File: src/sbc_pkg.sv
// ----------------------------------------------------------------------------
// sbc_pkg: shared types and tables for the sorted bucket codec
// Request and response structs, pipeline stage payload, and the rank
// tables used by both the encoder sum and the decoder digit search.
// ----------------------------------------------------------------------------
package sbc_pkg;

  localparam logic OP_ENCODE = 1'b0;
  localparam logic OP_DECODE = 1'b1;

  // C(19,4): first rank with no valid nibble tuple
  localparam logic [11:0] RANK_LIMIT = 12'd3876;

  typedef struct packed {
    logic        operation;
    logic [4:0]  value_0;
    logic [4:0]  value_1;
    logic [4:0]  value_2;
    logic [4:0]  value_3;
    logic [15:0] code_in;
  } req_t;

  typedef struct packed {
    logic [15:0] code_out;
    logic [4:0]  out_0;
    logic [4:0]  out_1;
    logic [4:0]  out_2;
    logic [4:0]  out_3;
    logic        bad_code;
  } res_t;

  typedef logic [3:0][4:0] quad_t;

  typedef struct packed {
    logic        op;
    logic        bad;
    logic [11:0] rank;
    logic [3:0]  cap;
    logic [3:0]  low;
    quad_t       v;
  } pipe_t;

  // Row 0: C(x+3,4), row 1: C(x+2,3), row 2: C(x+1,2), row 3: x
  localparam logic [11:0] TERM_TAB [4][16] = '{
    '{12'd0, 12'd1, 12'd5, 12'd15, 12'd35, 12'd70, 12'd126, 12'd210,
      12'd330, 12'd495, 12'd715, 12'd1001, 12'd1365, 12'd1820, 12'd2380, 12'd3060},
    '{12'd0, 12'd1, 12'd4, 12'd10, 12'd20, 12'd35, 12'd56, 12'd84,
      12'd120, 12'd165, 12'd220, 12'd286, 12'd364, 12'd455, 12'd560, 12'd680},
    '{12'd0, 12'd1, 12'd3, 12'd6, 12'd10, 12'd15, 12'd21, 12'd28,
      12'd36, 12'd45, 12'd55, 12'd66, 12'd78, 12'd91, 12'd105, 12'd120},
    '{12'd0, 12'd1, 12'd2, 12'd3, 12'd4, 12'd5, 12'd6, 12'd7,
      12'd8, 12'd9, 12'd10, 12'd11, 12'd12, 12'd13, 12'd14, 12'd15}
  };

endpackage

File: src/sbc_sort4.sv
// ----------------------------------------------------------------------------
// sbc_sort4: four-input descending sort network
// Five compare-exchange cells in three levels; position 0 gets the largest.
// ----------------------------------------------------------------------------
module sbc_sort4 (
  input  sbc_pkg::quad_t vals,
  output sbc_pkg::quad_t sorted
);
  import sbc_pkg::*;

  quad_t l1;
  quad_t l2;

  always_comb begin
    l1 = vals;
    if (vals[0] < vals[1]) begin
      l1[0] = vals[1];
      l1[1] = vals[0];
    end
    if (vals[2] < vals[3]) begin
      l1[2] = vals[3];
      l1[3] = vals[2];
    end
    l2 = l1;
    if (l1[0] < l1[2]) begin
      l2[0] = l1[2];
      l2[2] = l1[0];
    end
    if (l1[1] < l1[3]) begin
      l2[1] = l1[3];
      l2[3] = l1[1];
    end
    sorted = l2;
    if (l2[1] < l2[2]) begin
      sorted[1] = l2[2];
      sorted[2] = l2[1];
    end
  end

endmodule

File: src/sbc_dec_step.sv
// ----------------------------------------------------------------------------
// sbc_dec_step: one decode digit
// Finds the largest nibble x <= cap whose table term fits in the remaining
// rank, and returns x with the rank left after taking that term off.
// ----------------------------------------------------------------------------
module sbc_dec_step (
  input  logic [1:0]  which,
  input  logic [11:0] rank,
  input  logic [3:0]  cap,
  output logic [3:0]  digit,
  output logic [11:0] rem
);
  import sbc_pkg::*;

  always_comb begin
    digit = '0;
    for (int k = 1; k < 16; k++) begin
      if (4'(k) <= cap && TERM_TAB[which][k] <= rank) begin
        digit = 4'(k);
      end
    end
    rem = rank - TERM_TAB[which][digit];
  end

endmodule

File: src/sorted_bucket_codec_top.sv
// ----------------------------------------------------------------------------
// sorted_bucket_codec_top: semi-sorted bucket encoder / decoder
// Four-stage pipeline; encode sorts then ranks, decode peels one digit a stage.
// ----------------------------------------------------------------------------
// Takes one request per cycle while req_ready is high and returns the responses
// in order; the pipeline has four stages, one for each decode digit search
// (encode sorts in the first stage and sums the rank in the second).
// Each stage advances on its own, so a stalled response only holds back the
// stages behind it and empty slots are filled while the output waits.
// Decoding a rank of 3876 or more sets bad_code and zeroes the values.
module sorted_bucket_codec_top (
  input  logic          clk,
  input  logic          rst,
  input  logic          req_valid,
  output logic          req_ready,
  input  sbc_pkg::req_t req_data,
  output logic          res_valid,
  input  logic          res_ready,
  output sbc_pkg::res_t res_data
);
  import sbc_pkg::*;

  logic  stg_valid [4];
  pipe_t stg       [4];
  pipe_t stg_next  [4];
  logic [4:0] rdy;

  quad_t in_vals;
  quad_t in_sorted;

  logic [3:0][3:0]  dig;
  logic [3:0][11:0] rem;
  logic [3:0][11:0] dec_rank;
  logic [3:0][3:0]  dec_cap;

  assign in_vals = {req_data.value_3, req_data.value_2, req_data.value_1, req_data.value_0};

  sbc_sort4 u_sort (
    .vals   (in_vals),
    .sorted (in_sorted)
  );

  assign dec_rank[0] = req_data.code_in[15:4];
  assign dec_cap[0]  = 4'hf;
  for (genvar g = 1; g < 4; g++) begin : g_dsrc
    assign dec_rank[g] = stg[g-1].rank;
    assign dec_cap[g]  = stg[g-1].cap;
  end

  for (genvar g = 0; g < 4; g++) begin : g_dstep
    sbc_dec_step u_step (
      .which (2'(g)),
      .rank  (dec_rank[g]),
      .cap   (dec_cap[g]),
      .digit (dig[g]),
      .rem   (rem[g])
    );
  end

  // stage next values
  always_comb begin
    stg_next[0].op   = req_data.operation;
    stg_next[0].bad  = 1'b0;
    stg_next[0].rank = '0;
    stg_next[0].cap  = '0;
    stg_next[0].low  = '0;
    stg_next[0].v    = in_sorted;
    if (req_data.operation == OP_DECODE) begin
      stg_next[0].bad  = (req_data.code_in[15:4] >= RANK_LIMIT);
      stg_next[0].rank = rem[0];
      stg_next[0].cap  = dig[0];
      stg_next[0].low  = req_data.code_in[3:0];
      stg_next[0].v    = '0;
      stg_next[0].v[0] = {dig[0], req_data.code_in[0]};
    end

    stg_next[1] = stg[0];
    if (stg[0].op == OP_ENCODE) begin
      stg_next[1].rank = TERM_TAB[0][stg[0].v[0][4:1]] + TERM_TAB[1][stg[0].v[1][4:1]]
                       + TERM_TAB[2][stg[0].v[2][4:1]] + TERM_TAB[3][stg[0].v[3][4:1]];
      stg_next[1].low  = {stg[0].v[3][0], stg[0].v[2][0], stg[0].v[1][0], stg[0].v[0][0]};
    end else begin
      stg_next[1].rank = rem[1];
      stg_next[1].cap  = dig[1];
      stg_next[1].v[1] = {dig[1], stg[0].low[1]};
    end

    for (int k = 2; k < 4; k++) begin
      stg_next[k] = stg[k-1];
      if (stg[k-1].op == OP_DECODE) begin
        stg_next[k].rank = rem[k];
        stg_next[k].cap  = dig[k];
        stg_next[k].v[k] = {dig[k], stg[k-1].low[k]};
      end
    end
  end

  // per-stage ready: a stage loads when empty or when it drains this cycle
  always_comb begin
    rdy[4] = res_ready;
    for (int k = 3; k >= 0; k--) begin
      rdy[k] = !stg_valid[k] || rdy[k+1];
    end
  end

  assign req_ready = rdy[0];

  always_ff @(posedge clk) begin
    if (rst) begin
      for (int k = 0; k < 4; k++) begin
        stg_valid[k] <= 1'b0;
      end
    end else begin
      if (rdy[0]) begin
        stg_valid[0] <= req_valid;
      end
      for (int k = 1; k < 4; k++) begin
        if (rdy[k]) begin
          stg_valid[k] <= stg_valid[k-1];
        end
      end
    end
  end

  always_ff @(posedge clk) begin
    for (int k = 0; k < 4; k++) begin
      if (rdy[k]) begin
        stg[k] <= stg_next[k];
      end
    end
  end

  logic dec_ok;
  assign dec_ok = (stg[3].op == OP_DECODE) && !stg[3].bad;

  assign res_valid         = stg_valid[3];
  assign res_data.code_out = (stg[3].op == OP_ENCODE) ? {stg[3].rank, stg[3].low} : 16'h0;
  assign res_data.out_0    = dec_ok ? stg[3].v[0] : 5'h0;
  assign res_data.out_1    = dec_ok ? stg[3].v[1] : 5'h0;
  assign res_data.out_2    = dec_ok ? stg[3].v[2] : 5'h0;
  assign res_data.out_3    = dec_ok ? stg[3].v[3] : 5'h0;
  assign res_data.bad_code = (stg[3].op == OP_DECODE) && stg[3].bad;

  a_bad_zero: assert property (@(posedge clk) disable iff (rst)
    res_valid && res_data.bad_code |->
      res_data.code_out == 16'h0 && res_data.out_0 == 5'h0 && res_data.out_3 == 5'h0)
    else $error("bad code response carries data");

  // only the nibbles are ordered; the low bits come straight from the code word
  a_dec_sorted: assert property (@(posedge clk) disable iff (rst)
    res_valid && dec_ok |->
      res_data.out_0[4:1] >= res_data.out_1[4:1] && res_data.out_1[4:1] >= res_data.out_2[4:1]
      && res_data.out_2[4:1] >= res_data.out_3[4:1])
    else $error("decoded values not in descending order");

  a_enc_rank: assert property (@(posedge clk) disable iff (rst)
    stg_valid[1] && stg[1].op == OP_ENCODE |-> stg[1].rank < RANK_LIMIT)
    else $error("encode rank out of range");

endmodule
File: config.mk
export PLATFORM = sky130hd
export DESIGN_NAME = sorted_bucket_codec_top
export DESIGN_NICKNAME = d
export VERILOG_FILES = /design/src/sbc_pkg.sv /design/src/sbc_sort4.sv /design/src/sbc_dec_step.sv /design/src/sorted_bucket_codec_top.sv
export SDC_FILE = /design/constraint.sdc
export NUM_CORES = 1
export LEC_CHECK = 0
export ABC_AREA = 1
export BUFFER_PORTS_ARGS = -buffer_cell sky130_fd_sc_hd__buf_2
export CAP_MARGIN = 40
export CORE_ASPECT_RATIO = 0.7
export CORE_MARGIN = 8
export CORE_UTILIZATION = 67
export CTS_CLUSTER_SIZE = 40
export DETAILED_ROUTE_END_ITERATION = 10
export PLACE_DENSITY = 0.87
export RECOVER_POWER = 25
export SETUP_SLACK_MARGIN = 0.05
export SLEW_MARGIN = 20
export SYNTH_ARGS = -nofsm -noshare
export SYNTH_HDL_FRONTEND = slang
export SYNTH_SLANG_ARGS = --single-unit
File: constraint.sdc
create_clock -name clk -period 16.2 [get_ports clk]
set_input_delay 3.24 -clock clk [delete_from_list [all_inputs] [get_ports clk]]
set_output_delay 3.24 -clock clk [all_outputs]
set_load 0.05 [all_outputs]
# Yosys cells after proc, flatten, opt, wreduce, memory -nomap -nowiden
# Memory sizes are Yosys's and may differ from the RTL's.
# Index checks and enable logic that the tools add are counted.
[totals] ramBits=172 out_inout_bits=39 regBits=0 romBits=1536 memories=10
[classes] n_reduce_logical=56 n_bitwise=12 n_lt_le_gt_ge=119 n_mux=119 add_sub_neg=7
[mem_list] name="(no name shown)" words=16 width=12 read_ports=1 rd_clocked_by_memory_dff=0 write_ports=0 line="sbc_dec_step.sv:22" source="rem = rank - TERM_TAB[which][digit];"
[mem_list] name="(no name shown)" words=16 width=12 read_ports=1 rd_clocked_by_memory_dff=0 write_ports=0 line="sbc_dec_step.sv:22"
[mem_list] name="(no name shown)" words=16 width=12 read_ports=1 rd_clocked_by_memory_dff=0 write_ports=0 line="sbc_dec_step.sv:22"
[mem_list] name="(no name shown)" words=16 width=12 read_ports=1 rd_clocked_by_memory_dff=0 write_ports=0 line="sbc_dec_step.sv:22"
[mem_list] name="(no name shown)" words=16 width=12 read_ports=1 rd_clocked_by_memory_dff=0 write_ports=0 line="sorted_bucket_codec_top.sv:80" source="+ TERM_TAB[2][stg[0].v[2][4:1]] + TERM_TAB[3][stg[0].v[3][4:1]];"
[mem_list] name="(no name shown)" words=16 width=12 read_ports=1 rd_clocked_by_memory_dff=0 write_ports=0 line="sorted_bucket_codec_top.sv:80"
[mem_list] name="4 more memories"
[ops] cell="$mux W12" n=17
[ops] cell="$le A4 B12 Y1 const A" n=12
[ops] cell="$mux W4" n=34
[ops] cell="$le A7 B12 Y1 const A" n=9
[ops] cell="$le A4 B4 Y1 const A" n=24
[ops] cell="$le A3 B12 Y1 const A" n=7
[ops] cell="$le A6 B12 Y1 const A" n=6
[ops] cell="$le A9 B12 Y1 const A" n=5
[ops] cell="$mux W5" n=11
[ops] cell="$le A1 B12 Y1 const A" n=4
[ops] cell="$le A10 B12 Y1 const A" n=4
[ops] cell="$le A3 B4 Y1 const A" n=12
[ops] cell="$mux W16" n=3
[ops] cell="$mux W3" n=16
[ops] cell="$sub A12 B12 Y12" n=4
[ops] cell="$logic_and A1 B1 Y1" n=47
[ops] cell="$mux W41" n=1
[ops] cell="$ge A5 B5 Y1 const B" n=8
[ops] cell="$not A4 Y5" n=8
[ops] cell="$add A12 B12 Y12" n=3
[ops] cell="$le A2 B12 Y1 const A" n=3
[ops] cell="$le A5 B12 Y1 const A" n=3
[ops] cell="$le A8 B12 Y1 const A" n=3
[ops] cell="$mux W10" n=3
[ops] cell="11 further kinds" n=66

# Depth between registers and ports, before layout
# An unclocked memory read counts as a cell.
[depth] ltp_word=24 depth_mapped=41 ltp_nobuf=41

# Hierarchy
# Synthesis repeated with hierarchy kept, for this count alone.
[hier_totals] hier_cells=3441 area_unflattened_um2=23118.4
[by_module_without_submodules] mod="sorted_bucket_codec_top" seq_area_each_um2=4954.8 instances=1 cells_each=723 area_each_um2=8002.7
[by_module_without_submodules] mod="sbc_dec_step (g_dstep[2].u_step ...)" seq_area_each_um2=0.0 instances=2 cells_each=615 area_each_um2=3503.4
[by_module_without_submodules] mod="sbc_dec_step (g_dstep[0].u_step ...)" seq_area_each_um2=0.0 instances=2 cells_each=631 area_each_um2=3482.1
[by_module_without_submodules] mod="sbc_sort4" seq_area_each_um2=0.0 instances=1 cells_each=226 area_each_um2=1144.8

# Least setup slack after synthesis
# No wires, ideal clock.
[synth_path] path_kind="input to output" startpoint="in res_ready" endpoint="out req_ready" path_buffers=0 arrival_time_ns=6.589 required_time_ns=12.960 slack_ns=6.371 cell_stages=6 path_cell_list="nor2_1 > inv_1 > nor2_1 > nand2_1 > inv_1 > nand2_1"
[synth_between] elab_chain_cells=4
[synth_lines] element="start: declaration" line="sorted_bucket_codec_top.sv:18" source="input logic res_ready,"
[synth_lines] element="$logic_or A1 B1 Y1" line="sorted_bucket_codec_top.sv:102" source="rdy[k] = !stg_valid[k] || rdy[k+1];"
[synth_lines] element="via rdy[3]" line="sorted_bucket_codec_top.sv:26" source="logic [4:0] rdy;"
[synth_lines] element="$logic_or A1 B1 Y1 (2 in a row)" line="sorted_bucket_codec_top.sv:102"
[synth_lines] element="via rdy[1]" line="sorted_bucket_codec_top.sv:26"
[synth_lines] element="$logic_or A1 B1 Y1" line="sorted_bucket_codec_top.sv:102"
[synth_lines] element="end: declaration" line="sorted_bucket_codec_top.sv:15" source="output logic req_ready,"
# The timed path passes the listed nets, and every way through them passes these cells.

# Worst setup path in the final report
# Same ends and word-level chain as after synthesis.

==> results.md <==
* Mapped Area at 12800 um2
* Fin Setup TNS at 0 ps
* Synth cell types at 58
* Main area contributors after synthesis: edfxtp_1, nand2_1, ha_1
* Peak Freq at 113 MHz
* Post-synth top cells: nand2_1, inv_1, nor2_1
* Critical Path RT at 12960 ps
* Hold Worst Slack at 410 ps
* Grt ovf at 0
* CP Cell Sequence: buf_2 -> nor2_1 -> inv_1 -> buf_4 -> nor2_1 -> nand2_1 -> buf_4 -> inv_1 -> nand2_2 -> buf_4 -> buf_2
* Register area share after synthesis at 38.8%
* Vias per cell at 5.86
* Post-synth EDFFs at 165
* TritonCTS Sinks at 165
* Max stage delay cell, worst path: buf_4
* Post-Route WL at 33700 um
* R2R depth at 34
* Die ar. at 23800 um2
* Slew headroom at 27.6%
* Area Overhead vs Synth at 8.53%
* Critical Path Stages at 11
* Setup-failing EPs final at 0
* Final net count at 1865
* Seq cells post-synth at 165
* Cell with the most instances after synthesis: nand2_1
* Maximum VDD drop at 0.000165 V
* Die height at 132 um
* Crit end category: output port
* Starting Density at 67.9%
* Max-cap violation count at 0
* Clock Path Buffers at 2
* CTS tree: done
* Vias in the first global route at 10525
* Chip width at 181 um
* DRC at 0
* Gr usage total at 28.0%
* Number of DRC markers in iteration 0 at 1343
* Layout Cells excl Fill at 1955
* Worst-skew pair later-pin latency at 440 ps
* R2R Setup Slk at 10490 ps
* Crit path launch type: input pin
* Ant. Diodes at 0
* Syn_nets at 1795
* Hold Vio Cnt, Final at 0
* Worst hold path class: reg -> reg
* RSZ-0062 raised after global routing: no
* Layout cells sized above 1 at 10.2%
* Static Leak at 6.75 nW
* Crit-path max cell delay at 460 ps
* Syn avg cell area at 7.83 um2
* Setup repair bufs after CTS at 0
* CTS clk-pin slew, worst paths at 70 ps
* WL/cell at 17.3 um
* Slew Viols, Final at 0
* Cts bufs inserted at 17
* Crit path max-delay family: buffers and inverters
* I/O Buffers at 79
* Synth area leader: edfxtp_1
* Post-synth top flop: edfxtp_1
* Critical path peak fanout at 44
* DP HPWL at 26600 um
* Clock Tree Root: clkbuf_16
* Status: finished clean
* Yosys top cell area share at 38.8%
* Worst Hold Depth at 0
* Least-Margin Pin Slew at 1090 ps
* Ys async rst share at 0%
* Crit-path most repeated cell: buf_4
* Mapped Cells at 1632
* Worst EP arrival at 5630 ps
* Total chip power at 0.00244 W
* Routability cong. at 0.997
* Tmin final at 8870 ps
* Detailed Routing Iterations Pass 1 at 7
* Row cnt at 42
* Placed cell count at 1923
* Area after DPL at 13300 um2
* Pwr Density at 176 nW/um2
* Design area at 13900 um2
* First-pass GRT wire length at 53700 um
* Core Box Area at 18800 um2
* Final Skew at 9.89 ps
* Pin count of the biggest net entering global routing at 45
* Final Cycle Share at 54.7%
* H-tree levels at 4
* CTS Hold Bufs at 0
* # IOs at 80
* Warnings from Yosys at 0
* Antenna-violating nets left at 0
* Gates resized, CTS repair at 0
* Vias at 11451
* WS Path Type: in -> out
* Initial antenna violation count at 0
* CP bufs+invs at 7
[worst paths after layout]
path | startpoint | end
worst max register to register | stg[0][39] | stg[1][39]
worst min register to register | stg[1][40] | stg[2][40]
worst max-delay path | res_ready | req_ready
worst min-delay path | stg[1][40] | stg[2][40]
[cell type report]
type	count	area [um2]
Clock buffer	17	425
Multi-Input combinational cell	1165	6610
Tap cell	242	303
Inverter	267	1010
Clock inverter	13	124
Fill cell	1448	4950
Timing Repair Buffer	86	445
Sequential cell	165	4950
[layout by cell type, fill, tap and decap left out, types with 13 or more instances in the layout]
cell / n
edfxtp_1: 165
ha_1: 107
inv_2: 13
a21oi_1: 80
fa_1: 15
buf_2: 77
nand2_1: 372
nor2_1: 202
xor2_1: 19
inv_1: 249
nand3_1: 55
nor3_1: 17
clkbuf_16: 17
o21ai_1: 16
nor2_2: 14
o21ai_0: 134
[state kept, by name, summed over array words and instances, names as in the netlist]
| name | flops |
|---|---|
| stg_valid | 4 |
| stg | 161 |
[routing by layer]
layer | routed length (um) | GRT usage [%] | vias up
met5 | 0 | 0 | -
met4 | 525 | 6.99 | 0
met3 | 4740 | 9.11 | 56
met2 | 13400 | 39.2 | 680
met1 | 15000 | 41.0 | 5150
li1 | - | - | 5565
[where the power goes]
part,total [W],switching (W),internal [W],leakage [nW]
clock network,0.000383,0.000171,0.000212,0.270
logic,0.00129,0.000846,0.000446,4.63
registers,0.000769,0.000128,0.000641,1.85
total,0.00244,0.00114,0.00130,6.75
[per-stage QoR]
step	setup WS (ps)	utilization (%)
finish	7330	73.7
global route	7080	73.7
CTS	7280	73.8
detailed placement	7330	70.8
global placement	7470	70.8
floorplan	6370	-
[logic make-up (layout without fill, tap and decap cells)]
group           count (synthesis)  count (layout)  synth area share [%]
compound gates                325             325                  15.1
xor+xnor                       23              23                  1.58
fa+ha+maj                     122             122                  12.8
buf+inv                       302             383                  9.38
flops                         165             165                  38.8
simple gates                  695             695                  22.4
[worst register-to-register path: cells and delay by family, from the launching register on]
family | cells | cell delay (ps)
flip-flops | 1 | 460
adder cells (fa/ha/maj) | 2 | 570
AND/OR/NAND/NOR | 26 | 3160
AO/OA/AOI/OAI | 5 | 1130
buffers and inverters | 1 | 150
(Power assumes the default switching activity.)
